==> src/rtl/sc1kbd_pkg.sv <==
package sc1kbd_pkg;

    // Prefix and sequence bytes of scan set 1
    localparam logic [7:0] BYTE_EXT   = 8'hE0;
    localparam logic [7:0] BYTE_PAUSE = 8'hE1;
    localparam logic [7:0] EXT_FLAG   = 8'h80;
    localparam logic [7:0] CODE_MASK  = 8'h7F;

    // Pause sequence E1 1D 45 E1 9D C5
    localparam logic [2:0] PAUSE_LEN       = 3'd6;
    localparam logic [2:0] PAUSE_LAST_POS  = 3'd5;
    localparam logic [7:0] PAUSE_SCAN_CODE = 8'hC5;
    localparam logic [6:0] PAUSE_KEYCODE   = 7'd119;
    localparam logic [6:0] KEY_NONE        = 7'd0;

    // Decoder state carried between bytes
    typedef struct packed {
        logic [2:0] pause_pos;
        logic       ext_pending;
    } sc1kbd_state_t;

    // One key event
    typedef struct packed {
        logic       self_release;
        logic       is_press;
        logic [6:0] key_code;
        logic [7:0] scan_code;
    } sc1kbd_evt_t;

    // Expected byte at each position of the Pause sequence
    function automatic logic [7:0] pause_byte(input logic [2:0] pos);
        logic [7:0] b;
        case (pos)
            3'd0:    b = 8'hE1;
            3'd1:    b = 8'h1D;
            3'd2:    b = 8'h45;
            3'd3:    b = 8'hE1;
            3'd4:    b = 8'h9D;
            3'd5:    b = 8'hC5;
            default: b = 8'h00;
        endcase
        return b;
    endfunction

endpackage

==> src/rtl/sc1kbd_keymap.sv <==
module sc1kbd_keymap
    import sc1kbd_pkg::*;
(
    input  logic [7:0] scan_code,
    output logic [6:0] key_code   // KEY_NONE when unmapped
);

    // Map scan code to keycode; plain codes pass through, extended ones use a table
    always_comb begin
        key_code = KEY_NONE;
        if ((scan_code inside {[8'h01:8'h53]}) || (scan_code inside {[8'h56:8'h58]})) begin
            key_code = scan_code[6:0];
        end else begin
            case (scan_code)
                8'h9C:   key_code = 7'd96;
                8'h9D:   key_code = 7'd97;
                8'hB5:   key_code = 7'd98;
                8'hB7:   key_code = 7'd99;
                8'hB8:   key_code = 7'd100;
                8'hC7:   key_code = 7'd102;
                8'hC8:   key_code = 7'd103;
                8'hC9:   key_code = 7'd104;
                8'hCB:   key_code = 7'd105;
                8'hCD:   key_code = 7'd106;
                8'hCF:   key_code = 7'd107;
                8'hD0:   key_code = 7'd108;
                8'hD1:   key_code = 7'd109;
                8'hD2:   key_code = 7'd110;
                8'hD3:   key_code = 7'd111;
                8'hDB:   key_code = 7'd125;
                8'hDC:   key_code = 7'd126;
                8'hDD:   key_code = 7'd127;
                8'hC5:   key_code = PAUSE_KEYCODE;
                default: key_code = KEY_NONE;
            endcase
        end
    end

endmodule

==> src/rtl/sc1kbd_decode.sv <==
module sc1kbd_decode
    import sc1kbd_pkg::*;
(
    input  logic [7:0]    scan_byte,
    input  sc1kbd_state_t state_cur,
    output sc1kbd_state_t state_nxt,
    output logic          evt_valid,
    output sc1kbd_evt_t   evt
);

    logic [7:0] code;
    logic [6:0] key;
    logic       pause_hit;

    // Build scan code from low bits plus extended mark
    assign code = (scan_byte & CODE_MASK) | (state_cur.ext_pending ? EXT_FLAG : 8'h00);

    sc1kbd_keymap u_keymap (
        .scan_code (code),
        .key_code  (key)
    );

    // Byte continues an ongoing Pause match
    assign pause_hit = (state_cur.pause_pos != 3'd0) && (state_cur.pause_pos < PAUSE_LEN)
                     && (scan_byte == pause_byte(state_cur.pause_pos));

    // Advance Pause match, else handle byte as a fresh one
    always_comb begin
        state_nxt = state_cur;
        evt_valid = 1'b0;
        evt       = '{self_release: 1'b0, is_press: ~scan_byte[7], key_code: key,
                      scan_code: code};
        if (pause_hit) begin
            if (state_cur.pause_pos == PAUSE_LAST_POS) begin
                state_nxt.pause_pos = 3'd0;
                evt_valid = 1'b1;
                evt = '{self_release: 1'b1, is_press: 1'b1, key_code: PAUSE_KEYCODE,
                        scan_code: PAUSE_SCAN_CODE};
            end else begin
                state_nxt.pause_pos = state_cur.pause_pos + 3'd1;
            end
        end else if (scan_byte == BYTE_PAUSE) begin
            state_nxt.pause_pos   = 3'd1;
            state_nxt.ext_pending = 1'b0;
        end else if (scan_byte == BYTE_EXT) begin
            state_nxt.pause_pos   = 3'd0;
            state_nxt.ext_pending = 1'b1;
        end else begin
            state_nxt.pause_pos   = 3'd0;
            state_nxt.ext_pending = 1'b0;
            evt_valid = (key != KEY_NONE);
        end
    end

endmodule

==> src/rtl/scan_set1_keyboard_decoder.sv <==
// Channel | Dir | Beat payload
// s_axis  | in  | tdata[7:0] scan_byte
// m_axis  | out | tdata[7:0] scan_code, [14:8] key_code, [15] is_press,
//         |     | [16] self_release, [23:17] zero
//
// One byte per cycle sustained while m_tready is high; m_tvalid rises once the byte's beat
// has passed the input register, then the result register after decode and key lookup.
// Bytes that give no event are absorbed without using the result register.
// aresetn (synchronous) clears both valid flags and the prefix/Pause state.
// A stalled m_tready holds the result; bytes without an event still pass, but a
// byte with an event waits in the input register and drops s_tready meanwhile.
module scan_set1_keyboard_decoder
    import sc1kbd_pkg::*;
(
    input  logic        aclk,
    input  logic        aresetn,
    input  logic        s_tvalid,
    output logic        s_tready,
    input  logic [7:0]  s_tdata,   // [7:0] scan_byte
    output logic        m_tvalid,
    input  logic        m_tready,
    output logic [23:0] m_tdata    // [7:0] scan_code, [14:8] key_code, [15] is_press,
                                   // [16] self_release, [23:17] zero
);

    logic          in_valid_reg, in_valid_next;
    logic [7:0]    in_byte_reg, in_byte_next;
    sc1kbd_state_t state_reg, state_next;
    logic          out_valid_reg, out_valid_next;
    sc1kbd_evt_t   out_evt_reg, out_evt_next;

    sc1kbd_state_t dec_state;
    logic          dec_valid;
    sc1kbd_evt_t   dec_evt;
    logic          out_free;
    logic          advance;

    sc1kbd_decode u_decode (
        .scan_byte (in_byte_reg),
        .state_cur (state_reg),
        .state_nxt (dec_state),
        .evt_valid (dec_valid),
        .evt       (dec_evt)
    );

    // Retire the held byte when its event (if any) has room
    assign out_free = !out_valid_reg || m_tready;
    assign advance  = in_valid_reg && (!dec_valid || out_free);
    assign s_tready = !in_valid_reg || advance;

    // Next-state logic for input register, decoder state and result register
    always_comb begin
        in_valid_next  = in_valid_reg;
        in_byte_next   = in_byte_reg;
        state_next     = state_reg;
        out_valid_next = out_valid_reg;
        out_evt_next   = out_evt_reg;
        if (out_valid_reg && m_tready) begin
            out_valid_next = 1'b0;
        end
        if (advance) begin
            state_next    = dec_state;
            in_valid_next = 1'b0;
            if (dec_valid) begin
                out_valid_next = 1'b1;
                out_evt_next   = dec_evt;
            end
        end
        if (s_tvalid && s_tready) begin
            in_valid_next = 1'b1;
            in_byte_next  = s_tdata;
        end
    end

    always_ff @(posedge aclk) begin
        if (!aresetn) begin
            in_valid_reg  <= 1'b0;
            state_reg     <= '0;
            out_valid_reg <= 1'b0;
        end else begin
            in_valid_reg  <= in_valid_next;
            state_reg     <= state_next;
            out_valid_reg <= out_valid_next;
        end
        in_byte_reg <= in_byte_next;
        out_evt_reg <= out_evt_next;
    end

    // Drive result beat
    assign m_tvalid = out_valid_reg;
    assign m_tdata  = {7'd0, out_evt_reg.self_release, out_evt_reg.is_press,
                       out_evt_reg.key_code, out_evt_reg.scan_code};

    // Pause position never runs past the last sequence byte
    assert property (@(posedge aclk) disable iff (!aresetn)
        state_reg.pause_pos <= PAUSE_LAST_POS)
        else $error("pause position out of range");

    // Every emitted beat carries a mapped keycode
    assert property (@(posedge aclk) disable iff (!aresetn)
        out_valid_reg |-> (out_evt_reg.key_code != KEY_NONE))
        else $error("event with unmapped keycode");

    // Self-release only on the Pause event
    assert property (@(posedge aclk) disable iff (!aresetn)
        (out_valid_reg && out_evt_reg.self_release) |->
            (out_evt_reg.key_code == PAUSE_KEYCODE && out_evt_reg.scan_code == PAUSE_SCAN_CODE
             && out_evt_reg.is_press))
        else $error("self-release on non-Pause event");

    // An E0 byte outside a Pause match sets the extended mark
    assert property (@(posedge aclk) disable iff (!aresetn)
        (advance && in_byte_reg == BYTE_EXT && state_reg.pause_pos == 3'd0)
            |=> state_reg.ext_pending)
        else $error("extended prefix lost");

endmodule
==> config.mk <==
export PLATFORM = sky130hd
export DESIGN_NAME = scan_set1_keyboard_decoder
export DESIGN_NICKNAME = d
export VERILOG_FILES = /design/src/rtl/sc1kbd_pkg.sv /design/src/rtl/sc1kbd_keymap.sv /design/src/rtl/sc1kbd_decode.sv /design/src/rtl/scan_set1_keyboard_decoder.sv
export SDC_FILE = /design/constraint.sdc
export NUM_CORES = 1
export LEC_CHECK = 0
export BUFFER_PORTS_ARGS = -buffer_cell sky130_fd_sc_hd__clkbuf_2
export CORE_MARGIN = 8
export CORE_UTILIZATION = 56
export CTS_CLUSTER_SIZE = 40
export DETAILED_ROUTE_END_ITERATION = 10
export PLACE_DENSITY = 0.81
export SKIP_CTS_REPAIR_TIMING = 1
export SLEW_MARGIN = 25
export SYNTH_ARGS = -nofsm -noshare
export SYNTH_HDL_FRONTEND = slang
export SYNTH_SLANG_ARGS = --single-unit
==> constraint.sdc <==
create_clock -name aclk -period 5 [get_ports aclk]
set_clock_uncertainty 0.2 [all_clocks]
set_input_delay 0.25 -clock aclk [delete_from_list [all_inputs] [get_ports aclk]]
set_output_delay 0.25 -clock aclk [all_outputs]
set_load 0.01 [all_outputs]
Yosys cells after proc, flatten, opt, wreduce, memory -nomap -nowiden
Cells that the tools add are included.

Input bits: 12. Logic and storage cells: 85. Output and inout bits: 26. Register bits: 31.

Bitwise operators: 3. $add $sub $neg: 1. Mux-type cells: 19. Magnitude comparators: 5. Reduce and logical (&&, ||, !) cells: 21. Equal/unequal tests: 27.

Operators by type and width (number): $eq A8 B8 Y1 const B (21); $pmux W7 S19 (1); $pmux W8 S5 (1); $mux W17 (1); $le A8 B7 Y1 const B (2); $mux W16 (1); $mux W1 (10); $eq A8 B8 Y1 (1); $ge A8 B1 Y1 const B (1); $ge A8 B7 Y1 const B (1); $mux W8 (1); $or A7 B8 Y8 (1); $logic_and A1 B1 Y1 (7); $mux W7 (1); $reduce_bool A7 Y1 (1); $eq A3 B2 Y1 const B (2); $eq A3 B3 Y1 const B (2); $mux W3 (2); $logic_or A1 B1 Y1 (4); $reduce_and A2 Y1 (2); $add A3 B1 Y3 const B (1); $eq A3 B1 Y1 const B (1); $logic_not A1 Y1 (3); $logic_not A3 Y1 (1); 6 further kinds (7).

Logic depth before layout (Yosys ltp)
Word-level depth: 16. Gate-level depth with buffers: 12. Depth with buffers taken out: 11.

Modules after synthesis
Synthesis repeated with hierarchy kept, for this count alone.

Cell total of the unflattened synthesis: 203. Area, all modules: 1968.1 um2.

Modules (own cells, without submodules): scan_set1_keyboard_decoder (times used 1, cells an instance 61, area each 1076.0 um2, sequential area each 870.8 um2); sc1kbd_keymap (times used 1, cells an instance 74, area each 456.7 um2, sequential area each 0.0 um2); sc1kbd_decode (times used 1, cells an instance 68, area each 435.4 um2, sequential area each 0.0 um2).

Worst setup path after synthesis
No wires, ideal clock.

Path type: register to register. Start: register state_reg[2] (netlist name). End: register out_evt_reg, in the netlist m_tdata[0] (enable). Required time: 4.410 ns. Period minus slack after synthesis: 3.342 ns. Setup slack: 1.658 ns. Buffers on the path: 1. Stages on the path, launching flop included: 11. Library setup time: 0.390 ns. Data arrival time: 2.752 ns. Path through: dfxtp_1 clkbuf_1 and2_1 ha_1 o21bai_1 xor2_1 a21oi_1 nor4b_1 a31oi_1 nand2b_1 nor2_1.

Cells in the longest elaborated chain, start to end: 10. Elaborated cells on any way between the ends: 19. Classes of those cells: order compare (1); eq/ne (6); mux (3); reduce/logical (9).

Ends and longest elaborated chain: from (decl) (line scan_set1_keyboard_decoder.sv:28) `sc1kbd_state_t state_reg, state_next;`; from (signal assigned) (line scan_set1_keyboard_decoder.sv:82) `state_reg <= state_next;`; $eq A3 B2 Y1 / $logic_not A3 Y1 (equally long branches) (line sc1kbd_pkg.sv:33) `case (pos)`; $reduce_or A2 Y1 (no line); $pmux W8 S5 (line sc1kbd_pkg.sv:33); $eq A8 B8 Y1 (line sc1kbd_decode.sv:25) `&& (scan_byte == pause_byte(state_cur.pause_pos));`; $logic_and A1 B1 Y1 (line sc1kbd_decode.sv:25); $mux W1 * (line sc1kbd_decode.sv:33) `if (pause_hit) begin`; $logic_not A1 Y1 (line scan_set1_keyboard_decoder.sv:48) `assign advance = in_valid_reg && (!dec_valid || out_free);`; $logic_or A1 B1 Y1 (line scan_set1_keyboard_decoder.sv:48); $logic_and A1 B1 Y1 (line scan_set1_keyboard_decoder.sv:48); $reduce_and A2 Y1 (no line) *; to (signal assigned) (line scan_set1_keyboard_decoder.sv:86) `out_evt_reg <= out_evt_next;`; to (decl) (line scan_set1_keyboard_decoder.sv:30) `sc1kbd_evt_t out_evt_reg, out_evt_next;`.

Every way passes the cells marked *; elsewhere a longest branch is shown, timed or not. A chain may end at the register's enable or synchronous reset.

Worst setup path after layout
Start: register in_byte_reg[4]. End: output port s_tready.

Cells in the longest elaborated chain, start to end: 13. Elaborated cells on any way between the ends: 41. Classes of those cells: order compare (4); eq/ne (22); mux (5); bitwise (1); reduce/logical (9).

Ends and longest elaborated chain: from (decl) (line scan_set1_keyboard_decoder.sv:27) `logic [7:0] in_byte_reg, in_byte_next;`; from (signal assigned) (line scan_set1_keyboard_decoder.sv:85) `in_byte_reg <= in_byte_next;`; $or A7 B8 Y8 (line sc1kbd_decode.sv:16) `assign code = (scan_byte & CODE_MASK) | (state_cur.ext_pending ? EXT_FLAG : 8'h00);`; $ge A8 B1 Y1, or another cell as far along (line sc1kbd_keymap.sv:11) `if ((scan_code inside {[8'h01:8'h53]}) || (scan_code inside {[8'h56:8'h58]})) begin`; $logic_and A1 B1 Y1 (line sc1kbd_keymap.sv:11); $logic_or A1 B1 Y1 (line sc1kbd_keymap.sv:11); $mux W7 (line sc1kbd_keymap.sv:11); $reduce_bool A7 Y1 (line sc1kbd_decode.sv:51) `evt_valid = (key != KEY_NONE);`; $mux W1 (line sc1kbd_decode.sv:45) `end else if (scan_byte == BYTE_EXT) begin`; $mux W1 (line sc1kbd_decode.sv:42) `end else if (scan_byte == BYTE_PAUSE) begin`; $mux W1 * (line sc1kbd_decode.sv:33); $logic_not A1 Y1 * (line scan_set1_keyboard_decoder.sv:48); $logic_or A1 B1 Y1 * (line scan_set1_keyboard_decoder.sv:48); $logic_and A1 B1 Y1 * (line scan_set1_keyboard_decoder.sv:48); $logic_or A1 B1 Y1 * (line scan_set1_keyboard_decoder.sv:49) `assign s_tready = !in_valid_reg || advance;`; to (decl) (line scan_set1_keyboard_decoder.sv:18) `output logic s_tready,`.

Marked as above.

==> out/results.tsv <==
metric	value	unit
Hold Crit Depth	3	
clk slew on worst S/H paths	90	ps
Worst Setup Path Type	register to output port	
final hold vios	0	
Synth Area in XOR/XNOR	0.00896	
Buffers on Ports	30	
H-tree depth	2	
Vias	1581	
worst reg-to-reg setup slack	1530	ps
synthesized area	1950	um2
first-pass GRT wire length	6390	um
Slowest cell on crit path	edfxtp_1	
Tot GR Track Use	0.146	
asr flop ratio synth	0	
CP Launch Type	register	
utilization after layout	0.651	
finished layout cell area	2170	um2
gpl congestion	0.966	
gr ovfl total	0	
worst-case reg-to-reg path depth	9	
CP max stage delay	740	ps
WP buf/inv	2	
CP Max Fanout	20	
final hold slack	6.69	ps
largest family of logic cells by synthesized area	simple AND/OR/NAND/NOR gates	
Setup-failing EPs final	0	
die width	75.1	um
Clock Sinks	31	
DRC	0	
1st-iter DRT viols	103	
layout cells sized above 1	0.211	
root buf cell	clkbuf_4	
ys flop type	edfxtp_1	
vias in the first global route	1429	
RSZ-0062 raised after global routing	false	
outcome	finished clean	
Post-Synth Adder-Cell Area	0.00640	
CP endpoint	s_tready	
Worst R2R End	in_byte_reg[5]	
cells after synthesis	201	
Post-DP Area	2030	um2
max FFs per register	17	
Synth area leader	edfxtp_1	
compound-gate portion of the synthesized area	0.190	
Layout Nets	240	
most frequent cell after synthesis	edfxtp_1	
die area	5640	um2
Slew @ Worst Pin	685	ps
post-synthesis mux area share	0.0109	
maximum vdd ir drop	138	uV
simple-gate share of the synthesized area	0.238	
final antenna-violating net count	0	
relative slew slack	0.537	
leakage dissipation	0.842	nW
maximum clock path buffer count	2	
largest net degree at the start of global routing	21	
IO Count	38	
Worst setup startpoint	in_byte_reg[4]	
Final Max Tran Viols	0	
top cell type's share of synthesized area	0.384	
commonest cells in the netlist	edfxtp_1 (25), nand2_1 (15), buf_4 (13)	
syn_area_per_cell	9.72	um2
total core area	3340	um2
initial antenna violation count	0	
Worst setup EP type	output port	
DPL Wire Length	2790	um
top cells by area, synth	edfxtp_1 (38%), dfxtp_1 (6.1%), buf_4 (5.0%)	
warnings from Yosys	0	
Tcrit/Tclk final	0.705	
hold crit path type	primary input to register	
Cell variety after synth	62	
# fillers	259	
register bit total from synthesis	31	
Site Rows	21	
critical path cell sequence	o21ai_0, a32o_2, nor3_2, o221ai_2, or4_4, a31oi_1, nor2_1, inv_1, clkbuf_2	
DRT Wirelength	4100	um
Max Cap Viol	0	
First-pass DRT Iterations	4	
Vias/cell	5.77	
CTS tree	built	
Layout area overhead	11.2	%
setup total negative slack	0	ps
CP Data Required Time	4550	ps
Die H	75.1	um
Post-synth EDFFs	25	
Worst path depth	9	
Top delay family on crit path	compound AO/OA/AOI/OAI gates	
WL per Instance	15.0	um
Initial Util	0.586	
total CTS buffers	5	
Worst R2R Start	in_byte_reg[4]	
crit path DAT	3080	ps
highest clock rate	0.284	GHz
total power per unit cell area	232	nW/um2
Final min period	3530	ps
Clock Latency Late Sink	320	ps
n_diodes	0	
Seq/Total Area, Yosys	0.446	
worst reg2reg max path, cell delays in order (launching register included):
cell	delay, ps
edfxtp_1	740
o21ai_0	280
a32o_2	330
nor3_2	200
o221ai_2	120
or4_4	560
a31oi_1	210
nor2_1	100
inv_1	80
and2_1	330
cell type report:
cell class                      count  area, um2  share of cell area
Sequential cell                    31        871               0.401
Multi-Input combinational cell    140        913               0.420
Tap cell                           46       57.6              0.0265
Clock inverter                      1       5.00             0.00230
Clock buffer                        7       45.0              0.0207
Timing Repair Buffer               40        248               0.114
Inverter                            9       33.8              0.0155
metrics by stage:
stage	power, mW	worst slack (ps)	std cells
detailed placement	0.375	1640	257
global route	0.527	1200	274
finish	0.505	1470	274
CTS	0.500	1550	265
global placement	0.375	1680	257
floorplan	0.362	1660	207
cell usage in the layout, fill, tap and decap left out, types with 4 or more instances in the layout:
cell / instances
nand3b_1: 4
nor3_1: 8
edfxtp_1: 25
o21ai_0: 7
nand3_1: 6
conb_1: 7
clkbuf_2: 30
clkbuf_4: 5
nand2_1: 15
a31oi_1: 4
dfxtp_1: 6
inv_1: 9
nor2_1: 12
nor2b_1: 7
dlygate4sd3_1: 9
a21oi_1: 8
nand4b_1: 4
power breakdown:
| part | switching [mW] | total (mW) | internal (mW) |
|---|---|---|---|
| sequential | 0.0171 | 0.310 | 0.293 |
| combinational | 0.0355 | 0.0670 | 0.0314 |
| clock | 0.0734 | 0.128 | 0.0546 |
| total | 0.126 | 0.505 | 0.379 |
worst min path at each step:
stage	startpoint	end	slack, ps
floorplan	s_tdata[0]	in_byte_reg[0]	150
global placement	s_tdata[2]	in_byte_reg[2]	230
global route	m_tready	m_tvalid	20
finish	m_tready	m_tvalid	7
detailed placement	s_tdata[4]	in_byte_reg[4]	230
CTS	s_tdata[4]	in_byte_reg[4]	-110
cell families (layout without fill, tap and decap cells):
group | Yosys count | after routing
flip-flops | 31 | 31
adder cells (fa/ha/maj) | 1 | 1
buffers and inverters | 36 | 57
multiplexers | 2 | 2
AO/OA/AOI/OAI | 49 | 49
AND/OR/NAND/NOR | 79 | 79
XOR/XNOR | 2 | 2
other | 1 | 7
layer usage:
metal  share of wire  routed length [um]  track usage  vias to the layer above
li1                -                   -            -                      786
met1            0.41                1670        0.182                      683
met2            0.46                1890        0.226                      101
met3            0.12                 477       0.0399                       11
met4           0.015                  61       0.0739                        0
met5               0                   0            0                        -
Power figures use the tool's default switching activity.
